[config.mk]
export PLATFORM = sky130hd
export DESIGN_NAME = binary_heap_builder_unit_flat
export DESIGN_NICKNAME = d
export VERILOG_FILES = /design/src/design/bhb_pkg.sv /design/src/design/bhb_if.sv /design/src/design/bhb_store.sv /design/src/design/binary_heap_builder_unit.sv /design/src/flat_wrapper.sv
export SDC_FILE = /design/constraint.sdc
export NUM_CORES = 2
export LEC_CHECK = 0
export BUFFER_PORTS_ARGS = -buffer_cell sky130_fd_sc_hd__buf_2
export CAP_MARGIN = 5
export CORE_MARGIN = 8
export CORE_UTILIZATION = 45
export DETAILED_ROUTE_END_ITERATION = 6
export PLACE_DENSITY = 0.66
export SLEW_MARGIN = 40
export SYNTH_ARGS = -nofsm -noshare
export SYNTH_HDL_FRONTEND = slang
export SYNTH_SLANG_ARGS = --single-unit
[constraint.sdc]
create_clock -name clk -period 14.3 [get_ports clk]
set_clock_uncertainty 0.1 [all_clocks]
set_input_delay 1.43 -clock clk [delete_from_list [all_inputs] [get_ports clk]]
set_output_delay 1.43 -clock clk [all_outputs]
set_load 0.005 [all_outputs]
[src/design/bhb_pkg.sv]
// Shared types and helpers for the binary heap builder.
// No dependencies; imported by the interfaces and all modules.
package bhb_pkg;

	localparam int VALUE_W = 32;

	typedef logic signed [VALUE_W-1:0] bhb_value_t;

	// True if a should sit above b in the heap (strict order).
	function automatic logic bhb_beats(input bhb_value_t a, input bhb_value_t b,
			input logic min_mode);
		bhb_beats = min_mode ? (a < b) : (a > b);
	endfunction

endpackage

[src/design/bhb_if.sv]
// Valid/ready channel interfaces for element input and heap output.
// Depends on bhb_pkg for the value type.
interface bhb_in_if import bhb_pkg::*; ();
	logic       valid;
	logic       ready;
	bhb_value_t value;
	logic       last;

	modport source (output valid, output value, output last, input ready);
	modport sink   (input valid, input value, input last, output ready);
endinterface

interface bhb_out_if import bhb_pkg::*; ();
	logic       valid;
	logic       ready;
	bhb_value_t heap_value;
	logic       end_of_heap;
	logic       dropped;

	modport source (output valid, output heap_value, output end_of_heap, output dropped,
		input ready);
	modport sink   (input valid, input heap_value, input end_of_heap, input dropped,
		output ready);
endinterface

[src/design/bhb_store.sv]
// Element store: one write port, one read port with registered read data.
// Depends on bhb_pkg for the value type.
module bhb_store import bhb_pkg::*; #(
	parameter int DEPTH = 64,
	parameter int AW    = 6
) (
	input  logic          clk,
	input  logic          we,
	input  logic [AW-1:0] waddr,
	input  bhb_value_t    wdata,
	input  logic          re,
	input  logic [AW-1:0] raddr,
	output bhb_value_t    rdata
);

	bhb_value_t mem [DEPTH];
	bhb_value_t rdata_q;

	// write port
	always_ff @(posedge clk) begin
		if (we) begin
			mem[waddr] <= wdata;
		end
	end

	// read port, data held until the next read
	always_ff @(posedge clk) begin
		if (re) begin
			rdata_q <= mem[raddr];
		end
	end

	assign rdata = rdata_q;

endmodule

[src/design/binary_heap_builder_unit.sv]
// Channel  | Dir | Payload                             | Transfer
// elem     | in  | value, last                         | valid && ready
// heap     | out | heap_value, end_of_heap, dropped    | valid && ready
// cfg      | in  | cfg_wdata (min_heap)                | cfg_we
//
// Loading accepts one element per cycle. The build runs bottom-up over internal
// nodes: each node is read, then each level moved reads the left child and, if
// present, the right child, bounded by the single read port of the store.
// Emission reads each result and then registers it, waiting while the output is
// stalled. Reset clears control state only; the store holds no reset value. A
// stalled output holds the current result while the next set may already load.
// Depends on bhb_pkg, bhb_if and bhb_store.
module binary_heap_builder_unit import bhb_pkg::*; #(
	parameter int CAPACITY = 64
) (
	input  logic      clk,
	input  logic      arst_n,
	input  logic      cfg_we,
	input  logic      cfg_wdata,
	bhb_in_if.sink    elem,
	bhb_out_if.source heap
);

	localparam int AW = (CAPACITY > 1) ? $clog2(CAPACITY) : 1;
	localparam int CW = $clog2(CAPACITY + 1);
	localparam int LW = AW + 2;

	localparam logic [2:0] S_LOAD  = 3'd0;
	localparam logic [2:0] S_NODE  = 3'd1;
	localparam logic [2:0] S_FETCH = 3'd2;
	localparam logic [2:0] S_GETL  = 3'd3;
	localparam logic [2:0] S_GETR  = 3'd4;
	localparam logic [2:0] S_ERD   = 3'd5;
	localparam logic [2:0] S_EOUT  = 3'd6;

	logic [2:0]    state_q;
	logic [CW-1:0] count_q;
	logic          ovf_q;
	logic          dropped_q;
	logic          min_heap_q;
	logic          mode_q;
	logic [CW-1:0] k_q;
	logic [AW-1:0] node_q;
	logic          first_q;
	bhb_value_t    v_q;
	bhb_value_t    best_val_q;
	logic [AW-1:0] best_idx_q;
	logic          best_child_q;
	logic [CW-1:0] e_q;
	logic          ov_q;
	bhb_value_t    oval_q;
	logic          oend_q;
	logic          odrop_q;

	// store ports
	logic          we;
	logic [AW-1:0] waddr;
	bhb_value_t    wdata;
	logic          re;
	logic [AW-1:0] raddr;
	bhb_value_t    rdata;

	bhb_store #(.DEPTH(CAPACITY), .AW(AW)) u_store (
		.clk   (clk),
		.we    (we),
		.waddr (waddr),
		.wdata (wdata),
		.re    (re),
		.raddr (raddr),
		.rdata (rdata)
	);

	// child positions and set size
	logic [LW-1:0] left_w, right_w, n_w;
	assign left_w  = {1'b0, node_q, 1'b1};
	assign right_w = {1'b0, node_q, 1'b0} + LW'(2);
	assign n_w     = {{(LW-CW){1'b0}}, count_q};

	logic has_left, has_right;
	assign has_left  = left_w < n_w;
	assign has_right = right_w < n_w;

	// load side
	logic          in_xfer, room;
	logic [CW-1:0] count_next;
	logic [CW-1:0] k_start;
	logic [CW-1:0] k_start_m1;
	assign elem.ready = (state_q == S_LOAD);
	assign in_xfer    = elem.valid && elem.ready;
	assign room       = count_q < CW'(CAPACITY);
	assign count_next = room ? count_q + 1'b1 : count_q;
	assign k_start    = count_next >> 1;
	assign k_start_m1 = k_start - 1'b1;

	// sift decision on the last child read
	logic          lbeats, rbeats;
	logic          fin_child;
	bhb_value_t    fin_val;
	logic [AW-1:0] fin_idx;
	logic          deciding;
	assign lbeats = bhb_beats(rdata, v_q, mode_q);
	assign rbeats = bhb_beats(rdata, best_val_q, mode_q);
	assign deciding = (state_q == S_GETR) || (state_q == S_GETL && !has_right);

	always_comb begin
		if (state_q == S_GETR) begin
			fin_child = rbeats || best_child_q;
			fin_val   = rbeats ? rdata : best_val_q;
			fin_idx   = rbeats ? right_w[AW-1:0] : best_idx_q;
		end else begin
			fin_child = lbeats;
			fin_val   = rdata;
			fin_idx   = left_w[AW-1:0];
		end
	end

	// next node bookkeeping
	logic [CW-1:0] k_m2;
	logic          last_node;
	assign k_m2      = k_q - CW'(2);
	assign last_node = (k_q == CW'(1));

	logic out_free, e_last;
	assign out_free = !ov_q || heap.ready;
	assign e_last   = (e_q + 1'b1) == count_q;

	// store access
	always_comb begin
		we    = 1'b0;
		waddr = node_q;
		wdata = v_q;
		re    = 1'b0;
		raddr = node_q;
		case (state_q)
			S_LOAD: begin
				we    = in_xfer && room;
				waddr = count_q[AW-1:0];
				wdata = elem.value;
			end
			S_NODE: begin
				re = 1'b1;
			end
			S_FETCH: begin
				if (has_left) begin
					re    = 1'b1;
					raddr = left_w[AW-1:0];
				end else begin
					we = !first_q;
				end
			end
			S_GETL, S_GETR: begin
				if (deciding) begin
					we    = 1'b1;
					wdata = fin_child ? fin_val : v_q;
				end else begin
					re    = 1'b1;
					raddr = right_w[AW-1:0];
				end
			end
			S_ERD: begin
				re    = 1'b1;
				raddr = e_q[AW-1:0];
			end
			default: begin
				we = 1'b0;
			end
		endcase
	end

	// configuration register
	always_ff @(posedge clk or negedge arst_n) begin
		if (!arst_n) begin
			min_heap_q <= 1'b1;
		end else if (cfg_we) begin
			min_heap_q <= cfg_wdata;
		end
	end

	// sequencer
	always_ff @(posedge clk or negedge arst_n) begin
		if (!arst_n) begin
			state_q   <= S_LOAD;
			count_q   <= '0;
			ovf_q     <= 1'b0;
			dropped_q <= 1'b0;
			mode_q    <= 1'b1;
			k_q       <= '0;
			node_q    <= '0;
			first_q   <= 1'b0;
			e_q       <= '0;
		end else begin
			case (state_q)
				S_LOAD: begin
					if (in_xfer) begin
						count_q <= count_next;
						ovf_q   <= ovf_q || !room;
						if (elem.last) begin
							dropped_q <= ovf_q || !room;
							mode_q    <= min_heap_q;
							e_q       <= '0;
							k_q       <= k_start;
							node_q    <= k_start_m1[AW-1:0];
							first_q   <= 1'b1;
							state_q   <= (k_start == '0) ? S_ERD : S_NODE;
						end
					end
				end
				S_NODE: begin
					state_q <= S_FETCH;
				end
				S_FETCH: begin
					if (has_left) begin
						first_q <= 1'b0;
						state_q <= S_GETL;
					end else if (last_node) begin
						first_q <= 1'b0;
						state_q <= S_ERD;
					end else begin
						k_q     <= k_q - 1'b1;
						node_q  <= k_m2[AW-1:0];
						first_q <= 1'b1;
						state_q <= S_NODE;
					end
				end
				S_GETL, S_GETR: begin
					if (!deciding) begin
						state_q <= S_GETR;
					end else if (fin_child) begin
						node_q  <= fin_idx;
						state_q <= S_FETCH;
					end else if (last_node) begin
						state_q <= S_ERD;
					end else begin
						k_q     <= k_q - 1'b1;
						node_q  <= k_m2[AW-1:0];
						first_q <= 1'b1;
						state_q <= S_NODE;
					end
				end
				S_ERD: begin
					state_q <= S_EOUT;
				end
				S_EOUT: begin
					if (out_free) begin
						if (e_last) begin
							count_q <= '0;
							ovf_q   <= 1'b0;
							state_q <= S_LOAD;
						end else begin
							e_q     <= e_q + 1'b1;
							state_q <= S_ERD;
						end
					end
				end
				default: begin
					state_q <= S_LOAD;
				end
			endcase
		end
	end

	// sifted value and running best child
	always_ff @(posedge clk) begin
		if (state_q == S_FETCH && first_q) begin
			v_q <= rdata;
		end
		if (state_q == S_GETL && has_right) begin
			best_val_q   <= lbeats ? rdata : v_q;
			best_idx_q   <= left_w[AW-1:0];
			best_child_q <= lbeats;
		end
	end

	// output register
	logic out_load;
	assign out_load = (state_q == S_EOUT) && out_free;

	always_ff @(posedge clk or negedge arst_n) begin
		if (!arst_n) begin
			ov_q <= 1'b0;
		end else if (out_load) begin
			ov_q <= 1'b1;
		end else if (heap.ready) begin
			ov_q <= 1'b0;
		end
	end

	always_ff @(posedge clk) begin
		if (out_load) begin
			oval_q  <= rdata;
			oend_q  <= e_last;
			odrop_q <= dropped_q;
		end
	end

	assign heap.valid       = ov_q;
	assign heap.heap_value  = oval_q;
	assign heap.end_of_heap = oend_q;
	assign heap.dropped     = odrop_q;

endmodule
[src/flat_wrapper.sv]
// flat-port wrapper written by rule: the top's interface ports become plain ports
module binary_heap_builder_unit_flat import bhb_pkg::*;
#(
	parameter int CAPACITY = 64
)
  (clk, arst_n, cfg_we, cfg_wdata, elem_valid, elem_value, elem_last, elem_ready, heap_valid, heap_heap_value, heap_end_of_heap, heap_dropped, heap_ready);
  bhb_in_if elem_i ();
  bhb_out_if heap_i ();
  input  logic clk;
  input  logic arst_n;
  input  logic cfg_we;
  input  logic cfg_wdata;
  input wire logic [$bits(elem_i.valid)-1:0] elem_valid;
  input wire logic [$bits(elem_i.value)-1:0] elem_value;
  input wire logic [$bits(elem_i.last)-1:0] elem_last;
  output wire logic [$bits(elem_i.ready)-1:0] elem_ready;
  output wire logic [$bits(heap_i.valid)-1:0] heap_valid;
  output wire logic [$bits(heap_i.heap_value)-1:0] heap_heap_value;
  output wire logic [$bits(heap_i.end_of_heap)-1:0] heap_end_of_heap;
  output wire logic [$bits(heap_i.dropped)-1:0] heap_dropped;
  input wire logic [$bits(heap_i.ready)-1:0] heap_ready;
  assign elem_i.valid = elem_valid;
  assign elem_i.value = elem_value;
  assign elem_i.last = elem_last;
  assign elem_ready = elem_i.ready;
  assign heap_valid = heap_i.valid;
  assign heap_heap_value = heap_i.heap_value;
  assign heap_end_of_heap = heap_i.end_of_heap;
  assign heap_dropped = heap_i.dropped;
  assign heap_i.ready = heap_ready;
  binary_heap_builder_unit #(.CAPACITY(CAPACITY)) u_core (.clk(clk), .arst_n(arst_n), .cfg_we(cfg_we), .cfg_wdata(cfg_wdata), .elem(elem_i), .heap(heap_i));
endmodule
Word-level counts from Yosys, hierarchy flattened
Memory sizes are Yosys's and may differ from the RTL's. A register that Yosys moved wholly into a read port is not among the register bits.
Cells that the tools add are included.
Storage, ports and cells
  flip-flop bits (word level): 140
  bits in writable memories: 2048
  input bits: 39
  output and inout port bits: 36
  word-level logic and storage cells: 151
  memories: 1
Operators by class
  $add $sub $neg: 6
  order comparisons: 7
  equality and inequality tests: 18
  muxes and demuxes: 71
  reduce and logical (&&, ||, !) cells: 29
Memories
  u_core.u_store.mem: words 64, width 32, rd ports 1, clocked after memory_dff 1, wr ports 1, RTL line bhb_store.sv:16  | bhb_value_t mem [DEPTH];
Operators with widths (count)
  $mux W32: 5
  $mux W7: 14
  $mux W6: 11
  $gt A32 B32 Y1: 2
  $lt A32 B32 Y1: 2
  $pmux W32 S2: 1
  $pmux W6 S3: 2
  $pmux W7 S2: 2
  $mux W3: 9
  $mux W1: 21
  $pmux W7 S3: 1
  $pmux W3 S6: 1
  $reduce_and A5 Y1: 3
  $add A7 B1 Y7 const B: 2
  $ne A2 B2 Y1 const B: 7
  $reduce_and A6 Y1: 2
  $eq A3 B3 Y1 const B: 3
  $pmux W1 S3: 3
  $add A7 B2 Y8 const B: 1
  $lt A8 B7 Y1: 1
  $eq A7 B1 Y1 const B: 1
  $eq A7 B7 Y1: 1
  $logic_not A7 Y1: 1
  $lt A7 B7 Y1: 1
  other kinds (17): 34

Depth between registers and ports, before layout
  depth after elaboration: 9
  mapped depth: 21
  mapped depth without buffers: 16

Cells and area by module
A second synthesis with hierarchy kept.
Second synthesis, totals
  cell total of the unflattened synthesis: 4295
  area total of the unflattened synthesis: 88234.6 um^2
Modules (own cells, without submodules)
  bhb_store: times used 1, cells each 3323, area an instance 78823.1 um^2, seq. area each 62459.9 um^2
  binary_heap_builder_unit: times used 1, cells each 972, area an instance 9411.5 um^2, seq. area each 4026.4 um^2

Worst setup path before layout
No wires, ideal clock.
  kind: flip-flop to flip-flop
  start: reg u_core.u_store.rdata_q[17] (netlist: u_core.u_store.rdata[17]), read port of u_core.u_store.mem
  end: mem u_core.u_store.mem[0][20] (netlist bit), data pin
  setup time: 548 ps
  data arrival time: 4753 ps
  data required time: 13652 ps
  slack: 8899 ps
  cell stages (with the launch flop): 14
  period minus slack after synthesis: 5401 ps
  cells stage by stage: edfxtp_1 > ha_1 > a21o_1 > a221o_1 > a221oi_1 > o211ai_1 > o21a_1 > o211a_1 > a221o_1 > buf_2 > nand2_1 > a21oi_1 > clkbuf_1 > a21oi_1
Between the ends
  longest elaborated chain between the ends: 7
  elaborated cells on any way between the ends: 13
  classes of those cells: 4 x order compare; 8 x mux; 1 x reduce/logical
Ends and longest elaborated chain
  start: declaration: RTL line bhb_store.sv:17  | bhb_value_t rdata_q;
  $gt A32 B32 Y1 / $lt A32 B32 Y1 (equally long branches): RTL line bhb_pkg.sv:12  | bhb_beats = min_mode ? (a < b) : (a > b);
  $mux W1: RTL line bhb_pkg.sv:12
  $mux W32 / $logic_or A1 B1 Y1 (equally long branches): RTL line binary_heap_builder_unit.sv:108, binary_heap_builder_unit.sv:107
  $mux W32 / $mux W1 (equally long branches): RTL line binary_heap_builder_unit.sv:106  | if (state_q == S_GETR) begin
  $mux W32 *: RTL line binary_heap_builder_unit.sv:154  | wdata = fin_child ? fin_val : v_q;
  $mux W32 *: RTL line binary_heap_builder_unit.sv:152  | if (deciding) begin
  $pmux W32 S2 *: RTL line binary_heap_builder_unit.sv:134  | case (state_q)
  named net u_core.u_store.wdata[20]: RTL line bhb_store.sv:10  | input bhb_value_t wdata,
  end: declaration: RTL line bhb_store.sv:16
Mark *: on every way through the listed nets, which the timed path passes. The rest lies on a longest branch.

Worst setup path after layout
  start: reg u_core.node_q[0]
  end: reg u_core.u_store.rdata_q[3] (netlist: u_core.u_store.rdata[3]), read port of u_core.u_store.mem, data pin
Between the ends
  longest elaborated chain between the ends: 7
  elaborated cells on any way between the ends: 12
  classes of those cells: 1 x add/sub; 2 x order compare; 6 x mux; 3 x reduce/logical
Ends and longest elaborated chain
  start: declaration: RTL line binary_heap_builder_unit.sv:43  | logic [AW-1:0] node_q;
  start signal: assignment: RTL line binary_heap_builder_unit.sv:202  | node_q <= k_start_m1[AW-1:0];
  start signal: assignment: RTL line binary_heap_builder_unit.sv:220  | node_q <= k_m2[AW-1:0];
  start signal: assignment: RTL line binary_heap_builder_unit.sv:229  | node_q <= fin_idx;
  $add A7 B2 Y8: RTL line binary_heap_builder_unit.sv:76  | assign right_w = {1'b0, node_q, 1'b0} + LW'(2);
  $lt A8 B7 Y1: RTL line binary_heap_builder_unit.sv:81  | assign has_right = right_w < n_w;
  $logic_not A1 Y1: RTL line binary_heap_builder_unit.sv:103  | assign deciding = (state_q == S_GETR) || (state_q == S_GETL && !has_right);
  $logic_and A1 B1 Y1: RTL line binary_heap_builder_unit.sv:103
  $logic_or A1 B1 Y1: RTL line binary_heap_builder_unit.sv:103
  $mux W6 / $mux W1 (equally long branches): RTL line binary_heap_builder_unit.sv:152
  $pmux W6 S3 / $pmux W1 S3 (equally long branches): RTL line binary_heap_builder_unit.sv:134
Parallel ways exist; a longest one is shown, timed or not.
A chain may end at the register's enable or synchronous reset.

==> metrics <==
M1 GR Usage between 30 and 40%; GRT Total Usage between 20% and 30%; clk_lat worst skew about 0.86 ns; cts repair resizes 0; fin crit share between 50% and 60%; Rows 165; CP max FO roughly 110; fin util 50.7%; post-CTS setup buffer count 0; design area slightly above 100000 um2; Max Cap Viol 0; Root Driver clkbuf_16; detailed-router iteration count before antenna repair 7; Reg-to-Reg End u_core.u_store.rdata[3]; status finished clean; Post-synth ARST share 1.62%; Via density 6.35; Worst R2R Path Depth 19; Hold Path Cell Cnt 0; Antenna Cells 0; Post-synth top cells 2184 x edfxtp_1, 1189 x nand2_1, 324 x and3_1, 246 x a211oi_1, 234 x a31oi_1; Non-Filler Instances around 9100; Worst-Margin Slew around 0.99 ns; post-route ant nets 0; Post-synth EDFFs ~2200; RSZ-0062 raised after global routing no; worst r2r src u_core.node_q[0]; final setup violating endpoints 0; Achievable Freq about 120 MHz; Mean Syn Cell Area approximately 15 um2; Area Overhead vs Synth 12.2%; CP Data Required Time between 10 and 15 ns; pin count of the biggest net entering global routing roughly 150; routability cong. just over 0.9; WL final 273000 um; H-tree depth 4; yosys warns 0; CP Launch Type flop; worst hold path type reg -> reg; Register-to-Register Setup Slack 6.06 ns; crit path launch u_core.node_q[0]; most used routing layer met2; Crit Path Class reg -> reg; IO Port Bufs between 70 and 80; Area after DPL roughly 95000 um2; Synth top area share just over 70%; register area share after synthesis between 70 and 80%; Post-DP HPWL approximately 150000 um; Hold Startpoint u_core.dropped_q; Cell variety after synth 91; initial antenna violation count 7; TritonCTS clock tree built; Final Hold Viols 0; Placed Cells just under 9000; count leader, synth edfxtp_1; Synthesized Nets about 6400; CTS Hold Bufs 0; Slew Viols, Final 0; Netlist Area Pre-Place between 90000 and 100000 um2; post-synthesis sequential element count 2220; clk slew on worst S/H paths 0.07 ns; core region area about 200000 um2; slew margin rel. around 34%; layout cells sized above 1 13.6%; maximum clock insertion buffer count 3; first-pass GRT wire length between 300000 and 400000 um; gr ovfl total 0; Tmin final 8.24 ns; dominant synthesized flop cell edfxtp_1; Synth Instances approximately 6200; IO Count 75; hold endpoint u_core.heap.dropped; vias in the first global route 54900; met3 GRT Util just under 6%; largest cells by area after synthesis edfxtp_1 72%, nand2_1 4.9%, mux4_2 2.6%, and3_1 2.2%, a211oi_1 2.0%; routed len/inst 29.9 um; die area 217000 um2; Die W between 400 and 500 um; die height between 400 and 500 um; Crit. End Element flop; CTS Sinks between 2000 and 2500; crit path DAT a little under 9 ns; largest area contributor in the netlist edfxtp_1; routed vias approximately 58000; setup TNS 0 ns; First DRT Iteration DRCs approximately 8700; post-route DRC violation count 0; starting density of the core between 40 and 50%; GR Util met2 a little under two fifths; CTS buffer count 210; Final Net Count between 6000 and 7000
## critical path, cell delays in order (launching register included)
cell,delay [ns]
dfrtp_1,0.65
ha_1,0.27
and2_1,0.16
nand2_1,0.07
xnor2_1,0.29
ha_1,0.30
a21o_1,0.18
a21oi_1,0.19
nand2_1,0.21
o311ai_4,0.30
buf_4,0.60
buf_4,0.62
and2_4,0.70
buf_4,0.49
buf_12,0.50
buf_4,0.61
mux4_2,0.58
a22o_1,0.25
a221oi_1,0.39
a31oi_1,0.14
## state kept, by name, summed over array words and instances, names as in the netlist, 3 cells and up
signal and count:
u_core.e_q 7, u_core.u_store.rdata 32, u_core.state_q 3, u_core.best_idx_q 5, u_core.heap.heap_value 32, u_core.v_q 32, u_core.count_q 7, u_core.best_val_q 32
u_core.k_q 7, u_core.node_q 6, u_core.u_store.mem 2048
## worst max-delay path by stage
stage / to / slack, ns / cells past startpoint
2_1_floorplan: u_core.u_store.mem[0][20] / 8.90 / 13
3_3_place_gp: u_core.u_store.rdata[31] / 6.14 / 19
3_5_place_dp: u_core.u_store.rdata[3] / 6.30 / 19
4_1_cts: u_core.u_store.rdata[3] / 6.24 / 19
5_1_grt: u_core.u_store.rdata[3] / 5.70 / 19
6_report: u_core.u_store.rdata[3] / 6.06 / 19
## routing by layer
metal,wire length (um),vias to the layer above
met5,0,-
met4,10200,0
met3,32000,545
met2,125000,3608
met1,106000,29300
li1,-,24400
## cells by family (layout without fill, tap and decap cells)
logic type	after synthesis	after routing	synth area share, %
buffers and inverters	512	728	2.51
adders and majority gates	84	84	1.16
and+or+nand+nor	2049	2049	10.2
xor gates and xnor gates	26	26	0.250
muxes	188	188	3.60
AOI/OAI and AO/OA	1154	1154	9.17
DFF	2220	2220	73.1
## cell usage in the layout (no fill, tap or decap), types with 48 or more instances in the layout
cell type	n
buf_4	154
clkinv_1	59
buf_2	77
a211oi_1	246
a221oi_1	76
a31oi_1	233
a21oi_1	123
nand2_1	1179
clkbuf_16	215
nor2_4	66
ha_1	84
a311oi_1	90
edfxtp_1	2184
nor2_1	78
o22ai_1	48
inv_1	82
mux4_2	107
and3_1	323
nand3_1	221
o21ai_0	71
## layout make-up
| type | instances | area [um2] |
|---|---|---|
| fill | 16500 | 99400 |
| sequential | 2220 | 66500 |
| multi-input combinational | 3501 | 23300 |
| clock buffer | 257 | 5540 |
| tap | 2672 | 3340 |
| timing repair buffer | 251 | 1860 |
| clock inverter | 135 | 1290 |
| inverter | 85 | 319 |
## per-stage QoR
stage	worst slack, ns	hold WS, ns
after CTS	6.24	0.357
after global placement	6.14	0.335
after detailed placement	6.30	0.341
final	6.06	0.355
after global routing	5.70	0.375
after floorplan	8.90	0.325
Power is left out: the tool's default activity adds up to more than one toggle a clock period on the data nets, which glitch-free logic cannot reach.
